--- src/sv/rfse_pkg.sv ---
// Shared constants, record descriptor type and helpers for the field size encoder.
package rfse_pkg;

  localparam int unsigned DEF_MAX_FIELDS = 16;
  localparam int unsigned VAL_W          = 64;
  localparam int unsigned CODE_W         = 2;
  localparam int unsigned CNT_W          = 5;   // holds up to 31 fields
  localparam int unsigned BYTES_W        = 4;
  localparam int unsigned ENTRY_W        = VAL_W + CODE_W;

  localparam logic [CODE_W-1:0] CODE_1B = 2'd0;
  localparam logic [CODE_W-1:0] CODE_2B = 2'd1;
  localparam logic [CODE_W-1:0] CODE_4B = 2'd2;
  localparam logic [CODE_W-1:0] CODE_8B = 2'd3;

  // descriptor of one finished record, handed from front to back
  typedef struct packed {
    logic              bank;
    logic [CNT_W-1:0]  count;
    logic              trunc;
    logic [VAL_W-1:0]  mask;
  } rec_t;

  function automatic logic [CODE_W-1:0] pick_code(input logic [VAL_W-1:0] v);
    logic [CODE_W-1:0] c;
    if (v[63:32] != '0) begin
      c = CODE_8B;
    end else if (v[31:16] != '0) begin
      c = CODE_4B;
    end else if (v[15:8] != '0) begin
      c = CODE_2B;
    end else begin
      c = CODE_1B;
    end
    return c;
  endfunction

  function automatic logic [VAL_W-1:0] low_bytes(input logic [VAL_W-1:0] v,
                                                  input logic [CODE_W-1:0] c);
    logic [VAL_W-1:0] r;
    unique case (c)
      CODE_1B: r = {56'd0, v[7:0]};
      CODE_2B: r = {48'd0, v[15:0]};
      CODE_4B: r = {32'd0, v[31:0]};
      default: r = v;
    endcase
    return r;
  endfunction

  function automatic logic [BYTES_W-1:0] code_bytes(input logic [CODE_W-1:0] c);
    return BYTES_W'(1) << c;
  endfunction

endpackage

--- src/sv/rfse_ram.sv ---
// Generic single-write, single-read RAM with registered read data.
module rfse_ram #(
  parameter int unsigned Width = 8,
  parameter int unsigned Depth = 2,
  parameter int unsigned AddrW = $clog2(Depth)
) (
  input  logic             clk_i,
  input  logic             we_i,
  input  logic [AddrW-1:0] waddr_i,
  input  logic [Width-1:0] wdata_i,
  input  logic             re_i,
  input  logic [AddrW-1:0] raddr_i,
  output logic [Width-1:0] rdata_o
);

  logic [Width-1:0] mem_q [Depth];
  logic [Width-1:0] rdata_q;

  always_ff @(posedge clk_i) begin
    if (we_i) begin
      mem_q[waddr_i] <= wdata_i;
    end
    if (re_i) begin
      rdata_q <= mem_q[raddr_i];
    end
  end

  assign rdata_o = rdata_q;

endmodule

--- src/sv/rfse_front.sv ---
// Front end: takes fields, picks size codes, stores fields and builds the record mask.
module rfse_front #(
  parameter int unsigned MaxFields = rfse_pkg::DEF_MAX_FIELDS,
  parameter int unsigned AddrW     = $clog2(2 * MaxFields)
) (
  input  logic                         clk_i,
  input  logic                         rst_ni,
  input  logic                         accept_i,
  input  logic [rfse_pkg::VAL_W-1:0]   field_value_i,
  input  logic                         last_field_i,
  output logic                         we_o,
  output logic [AddrW-1:0]             waddr_o,
  output logic [rfse_pkg::ENTRY_W-1:0] wdata_o,
  output logic                         push_o,
  output rfse_pkg::rec_t               rec_o
);
  import rfse_pkg::*;

  logic [CNT_W-1:0] count_q, count_d;
  logic             ovf_q, ovf_d;
  logic             bank_q, bank_d;
  logic [VAL_W-1:0] mask_q, mask_d;
  logic [CODE_W-1:0] code;
  logic             has_room;
  logic [AddrW-1:0] base;

  assign code     = pick_code(field_value_i);
  assign has_room = count_q < CNT_W'(MaxFields);
  assign base     = bank_q ? AddrW'(MaxFields) : '0;

  assign we_o    = accept_i && has_room;
  assign waddr_o = base + AddrW'(count_q);
  assign wdata_o = {code, field_value_i};

  always_comb begin
    count_d = count_q;
    ovf_d   = ovf_q;
    mask_d  = mask_q;
    bank_d  = bank_q;
    push_o  = 1'b0;
    if (accept_i) begin
      if (has_room) begin
        count_d = count_q + CNT_W'(1);
        mask_d  = mask_q | (VAL_W'(code) << {count_q, 1'b0});
      end else begin
        ovf_d = 1'b1;
      end
    end
    rec_o.bank  = bank_q;
    rec_o.count = count_d;
    rec_o.trunc = ovf_d;
    rec_o.mask  = mask_d;
    if (accept_i && last_field_i) begin
      push_o  = 1'b1;
      count_d = '0;
      ovf_d   = 1'b0;
      mask_d  = '0;
      bank_d  = ~bank_q;
    end
  end

  always_ff @(posedge clk_i or negedge rst_ni) begin
    if (!rst_ni) begin
      count_q <= '0;
      ovf_q   <= 1'b0;
      mask_q  <= '0;
      bank_q  <= 1'b0;
    end else begin
      count_q <= count_d;
      ovf_q   <= ovf_d;
      mask_q  <= mask_d;
      bank_q  <= bank_d;
    end
  end

endmodule

--- src/sv/rfse_queue.sv ---
// Two-entry queue of finished record descriptors between front and back.
module rfse_queue (
  input  logic           clk_i,
  input  logic           rst_ni,
  input  logic           push_i,
  input  rfse_pkg::rec_t rec_i,
  input  logic           pop_i,
  output logic           full_o,
  output logic           nonempty_o,
  output rfse_pkg::rec_t head_o
);
  import rfse_pkg::*;

  rec_t       entry_q [2];
  logic       wptr_q, wptr_d;
  logic       rptr_q, rptr_d;
  logic [1:0] fill_q, fill_d;

  assign full_o     = fill_q == 2'd2;
  assign nonempty_o = fill_q != 2'd0;
  assign head_o     = entry_q[rptr_q];

  always_comb begin
    wptr_d = wptr_q ^ push_i;
    rptr_d = rptr_q ^ pop_i;
    fill_d = fill_q + 2'(push_i) - 2'(pop_i);
  end

  always_ff @(posedge clk_i) begin
    if (push_i) begin
      entry_q[wptr_q] <= rec_i;
    end
  end

  always_ff @(posedge clk_i or negedge rst_ni) begin
    if (!rst_ni) begin
      wptr_q <= 1'b0;
      rptr_q <= 1'b0;
      fill_q <= '0;
    end else begin
      wptr_q <= wptr_d;
      rptr_q <= rptr_d;
      fill_q <= fill_d;
    end
  end

endmodule

--- src/sv/rfse_back.sv ---
// Back end: emits the mask chunk, then reads stored fields and emits one chunk each.
module rfse_back #(
  parameter int unsigned MaxFields = rfse_pkg::DEF_MAX_FIELDS,
  parameter int unsigned AddrW     = $clog2(2 * MaxFields)
) (
  input  logic                         clk_i,
  input  logic                         rst_ni,
  input  logic                         nonempty_i,
  input  rfse_pkg::rec_t               head_i,
  output logic                         pop_o,
  output logic                         re_o,
  output logic [AddrW-1:0]             raddr_o,
  input  logic [rfse_pkg::ENTRY_W-1:0] rdata_i,
  output logic                         valid_o,
  output logic [rfse_pkg::VAL_W-1:0]   chunk_data_o,
  output logic [rfse_pkg::BYTES_W-1:0] chunk_bytes_o,
  output logic                         is_mask_o,
  output logic                         truncated_o,
  output logic                         last_chunk_o
);
  import rfse_pkg::*;

  localparam logic ST_IDLE   = 1'b0;
  localparam logic ST_FIELDS = 1'b1;

  logic               state_q, state_d;
  logic [CNT_W-1:0]   idx_q, idx_d;
  logic [CNT_W-1:0]   idx_inc;
  logic [AddrW-1:0]   base;
  logic [CODE_W-1:0]  code;
  logic [CNT_W:0]     mbytes_sum;

  logic               valid_q, valid_d;
  logic [VAL_W-1:0]   data_q, data_d;
  logic [BYTES_W-1:0] bytes_q, bytes_d;
  logic               mask_q, mask_d;
  logic               trunc_q, trunc_d;
  logic               last_q, last_d;

  assign base       = head_i.bank ? AddrW'(MaxFields) : '0;
  assign code       = rdata_i[ENTRY_W-1:VAL_W];
  assign idx_inc    = idx_q + CNT_W'(1);
  assign mbytes_sum = ({1'b0, head_i.count} + (CNT_W+1)'(3)) >> 2;

  always_comb begin
    state_d = state_q;
    idx_d   = idx_q;
    pop_o   = 1'b0;
    re_o    = 1'b0;
    raddr_o = base;
    valid_d = 1'b0;
    data_d  = data_q;
    bytes_d = bytes_q;
    mask_d  = mask_q;
    trunc_d = trunc_q;
    last_d  = last_q;
    unique case (state_q)
      ST_IDLE: begin
        if (nonempty_i) begin
          // mask chunk goes out while field 0 is fetched
          valid_d = 1'b1;
          data_d  = head_i.mask;
          bytes_d = BYTES_W'(mbytes_sum);
          mask_d  = 1'b1;
          trunc_d = head_i.trunc;
          last_d  = 1'b0;
          re_o    = 1'b1;
          idx_d   = '0;
          state_d = ST_FIELDS;
        end
      end
      default: begin
        valid_d = 1'b1;
        data_d  = low_bytes(rdata_i[VAL_W-1:0], code);
        bytes_d = code_bytes(code);
        mask_d  = 1'b0;
        trunc_d = head_i.trunc;
        last_d  = idx_inc == head_i.count;
        if (idx_inc == head_i.count) begin
          pop_o   = 1'b1;
          state_d = ST_IDLE;
        end else begin
          re_o    = 1'b1;
          raddr_o = base + AddrW'(idx_inc);
          idx_d   = idx_inc;
        end
      end
    endcase
  end

  always_ff @(posedge clk_i or negedge rst_ni) begin
    if (!rst_ni) begin
      state_q <= ST_IDLE;
      idx_q   <= '0;
      valid_q <= 1'b0;
    end else begin
      state_q <= state_d;
      idx_q   <= idx_d;
      valid_q <= valid_d;
    end
  end

  always_ff @(posedge clk_i) begin
    data_q  <= data_d;
    bytes_q <= bytes_d;
    mask_q  <= mask_d;
    trunc_q <= trunc_d;
    last_q  <= last_d;
  end

  assign valid_o       = valid_q;
  assign chunk_data_o  = data_q;
  assign chunk_bytes_o = bytes_q;
  assign is_mask_o     = mask_q;
  assign truncated_o   = trunc_q;
  assign last_chunk_o  = last_q;

endmodule

--- src/sv/record_field_size_encoder_core.sv ---
// Top level of the record field size encoder: front end, record queue, field RAM, back end.
//
// One field is taken per cycle while busy_o is low. A record of n stored fields
// leaves as n+1 chunks (mask chunk first) on consecutive cycles, each shown for
// exactly one cycle with valid_o; the first chunk appears once the queue has
// registered the record's descriptor and the free back end has registered the
// mask chunk. The field RAM holds two banks of MAX_FIELDS entries, so one record
// can be filled while the previous one is emitted; busy_o rises while the queue
// holds two records (the one being emitted counts until its last chunk), so the
// sustained rate is set by the back end. Results cannot be stalled.
module record_field_size_encoder_core #(
  parameter int unsigned MAX_FIELDS = rfse_pkg::DEF_MAX_FIELDS
) (
  input  logic                         clk_i,
  input  logic                         rst_ni,
  input  logic                         start_i,
  output logic                         busy_o,
  input  logic [rfse_pkg::VAL_W-1:0]   field_value_i,
  input  logic                         last_field_i,
  output logic                         valid_o,
  output logic [rfse_pkg::VAL_W-1:0]   chunk_data_o,
  output logic [rfse_pkg::BYTES_W-1:0] chunk_bytes_o,
  output logic                         is_mask_o,
  output logic                         truncated_o,
  output logic                         last_chunk_o
);
  import rfse_pkg::*;

  localparam int unsigned RamDepth = 2 * MAX_FIELDS;
  localparam int unsigned AddrW    = $clog2(RamDepth);

  logic               accept;
  logic               we;
  logic [AddrW-1:0]   waddr;
  logic [ENTRY_W-1:0] wdata;
  logic               re;
  logic [AddrW-1:0]   raddr;
  logic [ENTRY_W-1:0] rdata;
  logic               push;
  logic               pop;
  logic               full;
  logic               nonempty;
  rec_t               rec;
  rec_t               head;

  assign busy_o = full;
  assign accept = start_i && !full;

  rfse_front #(
    .MaxFields (MAX_FIELDS),
    .AddrW     (AddrW)
  ) u_front (
    .clk_i         (clk_i),
    .rst_ni        (rst_ni),
    .accept_i      (accept),
    .field_value_i (field_value_i),
    .last_field_i  (last_field_i),
    .we_o          (we),
    .waddr_o       (waddr),
    .wdata_o       (wdata),
    .push_o        (push),
    .rec_o         (rec)
  );

  rfse_queue u_queue (
    .clk_i      (clk_i),
    .rst_ni     (rst_ni),
    .push_i     (push),
    .rec_i      (rec),
    .pop_i      (pop),
    .full_o     (full),
    .nonempty_o (nonempty),
    .head_o     (head)
  );

  rfse_ram #(
    .Width (ENTRY_W),
    .Depth (RamDepth),
    .AddrW (AddrW)
  ) u_ram (
    .clk_i   (clk_i),
    .we_i    (we),
    .waddr_i (waddr),
    .wdata_i (wdata),
    .re_i    (re),
    .raddr_i (raddr),
    .rdata_o (rdata)
  );

  rfse_back #(
    .MaxFields (MAX_FIELDS),
    .AddrW     (AddrW)
  ) u_back (
    .clk_i         (clk_i),
    .rst_ni        (rst_ni),
    .nonempty_i    (nonempty),
    .head_i        (head),
    .pop_o         (pop),
    .re_o          (re),
    .raddr_o       (raddr),
    .rdata_i       (rdata),
    .valid_o       (valid_o),
    .chunk_data_o  (chunk_data_o),
    .chunk_bytes_o (chunk_bytes_o),
    .is_mask_o     (is_mask_o),
    .truncated_o   (truncated_o),
    .last_chunk_o  (last_chunk_o)
  );

endmodule
--- config.mk ---
export PLATFORM = sky130hd
export DESIGN_NAME = record_field_size_encoder_core
export DESIGN_NICKNAME = d
export VERILOG_FILES = /design/src/sv/rfse_pkg.sv /design/src/sv/rfse_ram.sv /design/src/sv/rfse_front.sv /design/src/sv/rfse_queue.sv /design/src/sv/rfse_back.sv /design/src/sv/record_field_size_encoder_core.sv
export SDC_FILE = /design/constraint.sdc
export NUM_CORES = 2
export LEC_CHECK = 0
export ABC_CLOCK_PERIOD_IN_PS = 6340
export BUFFER_PORTS_ARGS = -buffer_cell sky130_fd_sc_hd__buf_4
export CORE_ASPECT_RATIO = 2
export CORE_UTILIZATION = 45
export DETAILED_ROUTE_END_ITERATION = 12
export PLACE_DENSITY = 0.65
export SLEW_MARGIN = 40
export SYNTH_ARGS = -nofsm -noshare
export SYNTH_HDL_FRONTEND = slang
export SYNTH_SLANG_ARGS = --single-unit
--- constraint.sdc ---
create_clock -name clk_i -period 6.34 [get_ports clk_i]
set_input_delay 0.634 -clock clk_i [delete_from_list [all_inputs] [get_ports clk_i]]
set_output_delay 0.634 -clock clk_i [all_outputs]
set_load 0.02 [all_outputs]
==> flow_metrics.tcl <==
set metrics [dict create \
    postCtsSetupBuffers 0 \
    rsz0062_at_grt "no" \
    ios 141 \
    root_buffer "clkbuf_16" \
    drtAntennaViolNets 0 \
    syn_area_sq_um 93600 \
    area_growth_pct 12.5 \
    hp-class "input port to flip-flop" \
    detail_route.wl_per_cell_um 33.4 \
    grt_pass1_wl_um 401000 \
    max_slew_margin_pct 37.2 \
    powerDensity_nw_per_um2 560 \
    status "finished, final reports clean" \
    cts_buffer_depth 4 \
    finalCriticalPeriod_ns 4.92 \
    place_ws_ns 1.56 \
    p_int_uw 34300 \
    finalCritPeriodShare_pct 77.6 \
    cts_sinks 2473 \
    pwr-share-clk_pct 20.6 \
    synth_top_area_cell "edfxtp_1" \
    ys_types 79 \
    synthCells 5572 \
    cp.arrival_ns 5.51 \
    gp_congestion 0.846 \
    coreArea_sq_um 207000 \
    grt_use_total_pct 26.7 \
    die_y_um 647 \
    nets 5768 \
    cap_viol_max_count 0 \
    ys_warn_count 0 \
    synthFlopType "edfxtp_1" \
    crit_path_max_fanout 35 \
    cp-start-kind "flip-flop" \
    swShare_pct 41.8 \
    place.detailed.hpwl_um 158000 \
    wl_um 287000 \
    p_seq_share_pct 34.7 \
    hold_violations 0 \
    cts_tree "yes" \
    final.setup.tns_ns 0 \
    cts_buffers 195 \
    stdcell_area_sq_um 105000 \
    synth_area_leaders "edfxtp_1 (77%), mux2i_1 (2.9%), o22ai_1 (2.2%)" \
    holdWs_ns 0.184 \
    fillCellCount 16600 \
    synth_top_area_share_pct 76.6 \
    clk_pin_slew_ns 0.07 \
    ys_seq_area_share_pct 78.9 \
    drv_slew 0 \
    worstSetupEndpointType "flip-flop" \
    vdd_drop_max_mv 1.22 \
    num_rows 236 \
    timing.final.ws_setup_ns 1.42 \
    max_freq_ghz 0.203 \
    detail_route.first_pass.iterations 8 \
    vias_per_cell 6.46 \
    switching_power_uw 24700 \
    insertion_delay_ns 0.86 \
    finalSetupViolations 0 \
    grt_max_degree 145 \
    post-place-cells 8229 \
    skew_ns 0.0446 \
    worst_pin_slew_ns 0.942 \
    syn-num-nets 5649 \
    comb_power_share_pct 44.6 \
    vias 55500 \
    mostFrequentLayoutCells "edfxtp_1 (2390), o22ai_1 (334), mux2i_1 (270)" \
    drt_iter0_markers 7111 \
    cp.required_ns 6.93 \
    path_class "flip-flop to flip-flop" \
    ys_seq_elements 2473 \
    grt_pass1_vias 54900 \
    antenna_found_initial 25 \
    syn_area_per_cell_sq_um 16.8 \
    p_leak_uw 0.0342 \
    synth_edf_count 2390 \
    fin_cells 8584 \
    async_flop_share_pct 3.32 \
    final_common_cell "edfxtp_1" \
    layout-drive-gt1-share_pct 13.7 \
    drcViolationCount 0 \
    dieWidth_um 325 \
    dieArea_sq_um 210000 \
    start_util_pct 45.3 \
    placed_area_sq_um 99100 \
    htree_levels 4 \
    grt-ovfl-total 0 \
    io_buffer_count 140 \
]
-- cell usage after synthesis (32+ instances only) --
| cell | number |
|---|---|
| edfxtp_1 | 2390 |
| o22ai_1 | 334 |
| nor2_1 | 274 |
| mux2i_1 | 270 |
| clkbuf_1 | 266 |
| o21ai_0 | 244 |
| nand2_1 | 220 |
| o221ai_1 | 144 |
| a21oi_1 | 122 |
| o211ai_1 | 108 |
| buf_2 | 101 |
| mux2_2 | 95 |
| dfrtp_1 | 82 |
| a22oi_1 | 76 |
| and2_1 | 75 |
| nor3_1 | 73 |
| a211oi_1 | 48 |
| nand3_1 | 47 |
| nor4_1 | 47 |
| nor2b_1 | 39 |
| nand4_1 | 38 |
| a31oi_1 | 37 |
| a32o_1 | 37 |
| a21o_1 | 34 |
| a22o_1 | 32 |
| o22a_1 | 32 |
-- worst paths after layout --
| kind | startpoint | slack [ns] | depth (start not counted) | end |
|---|---|---|---|---|
| setup / recovery | u_back.idx_q[0] | 1.42 | 9 | u_ram.rdata_o[44] |
| hold / removal | field_value_i[11] | 0.18 | 1 | u_ram.mem_q[7][11] |
| setup reg to reg | u_back.idx_q[0] | 1.42 | 9 | u_ram.rdata_o[44] |
| hold reg to reg | u_front.mask_q[44] | 0.47 | 0 | u_queue.entry_q[0][44] |
| max in group asynchronous | rst_ni | 4.88 | 3 | u_front.mask_q[5] |
| min in group asynchronous | rst_ni | 0.30 | 2 | u_front.mask_q[57] |
-- cell families after synthesis --
group                      Yosys count  synth area share [%]
muxes                              370                  4.15
xor gates and xnor gates            22                 0.228
DFF                               2473                  78.9
buffers and inverters              419                  1.87
adders and majority gates            9                 0.120
AOI/OAI and AO/OA                 1417                  10.5
and+or+nand+nor                    862                  4.32
-- flip-flops by register name (all words and copies together) (netlist names) --
signal,flops
u_back.chunk_bytes_o,4
u_back.chunk_data_o,64
u_back.idx_q,5
u_back.is_mask_o,1
u_back.last_chunk_o,1
u_back.state_q,1
u_back.truncated_o,1
u_back.valid_o,1
u_front.bank_q,1
u_front.count_q,5
u_front.mask_q,64
u_front.ovf_q,1
u_queue.entry_q,142
u_queue.fill_q,2
u_queue.rptr_q,1
u_queue.wptr_q,1
u_ram.mem_q,2112
u_ram.rdata_o,66
-- repair_timing --
item,CTS,global route
hold endpoints to repair,31,0
hold buffers,1,0
resized for setup,0,0
-- routing by layer --
layer	track usage [%]	wire (um)	up-vias	part of all wire (%)
met1	30.4	95100	28400	33
met5	0	136	-	0.047
li1	-	-	22600	-
met4	14.9	17500	18	6.1
met2	47.5	146000	3527	51
met3	4.35	27700	873	9.6
-- critical path, stage by stage, from the launching register on --
cell and delay [ns]:
dfrtp_4 0.76, ha_4 0.31, xnor2_1 0.62, xnor2_1 0.23, and3_1 0.73, a21oi_4 0.35
buf_12 0.30, a2111oi_0 0.81, a311oi_1 0.19, a32o_1 0.31
-- power by group through the flow --
stage	logic [uW]	clock network [uW]	registers [uW]
final	26300	12200	20500
after global routing	27300	12800	20500
after CTS	26000	12300	20400
after detailed placement	25900	0	20800
after global placement	25300	0	20800
after floorplan	15300	0	20500
-- final cells by class --
type                    count  area (sq um)  share of cell area [%]
diodes                     10          25.0                  0.0238
clock buffers             245          5230                    4.97
clock inverters            98           912                   0.866
inverters                  16          65.1                  0.0618
multi-input cells        2680         18600                    17.6
flip-flops and latches   2473         73900                    70.1
well taps                2737          3420                    3.25
repair buffers            325          3280                    3.12
-- stage by stage --
stage	util [%]	total power (uW)
after global routing	51.0	60600
after floorplan	-	35700
after CTS	50.9	58700
after detailed placement	48.0	46700
after global placement	47.7	46100
final	51.0	59000
Note: power is estimated with default switching activity, not from simulation.
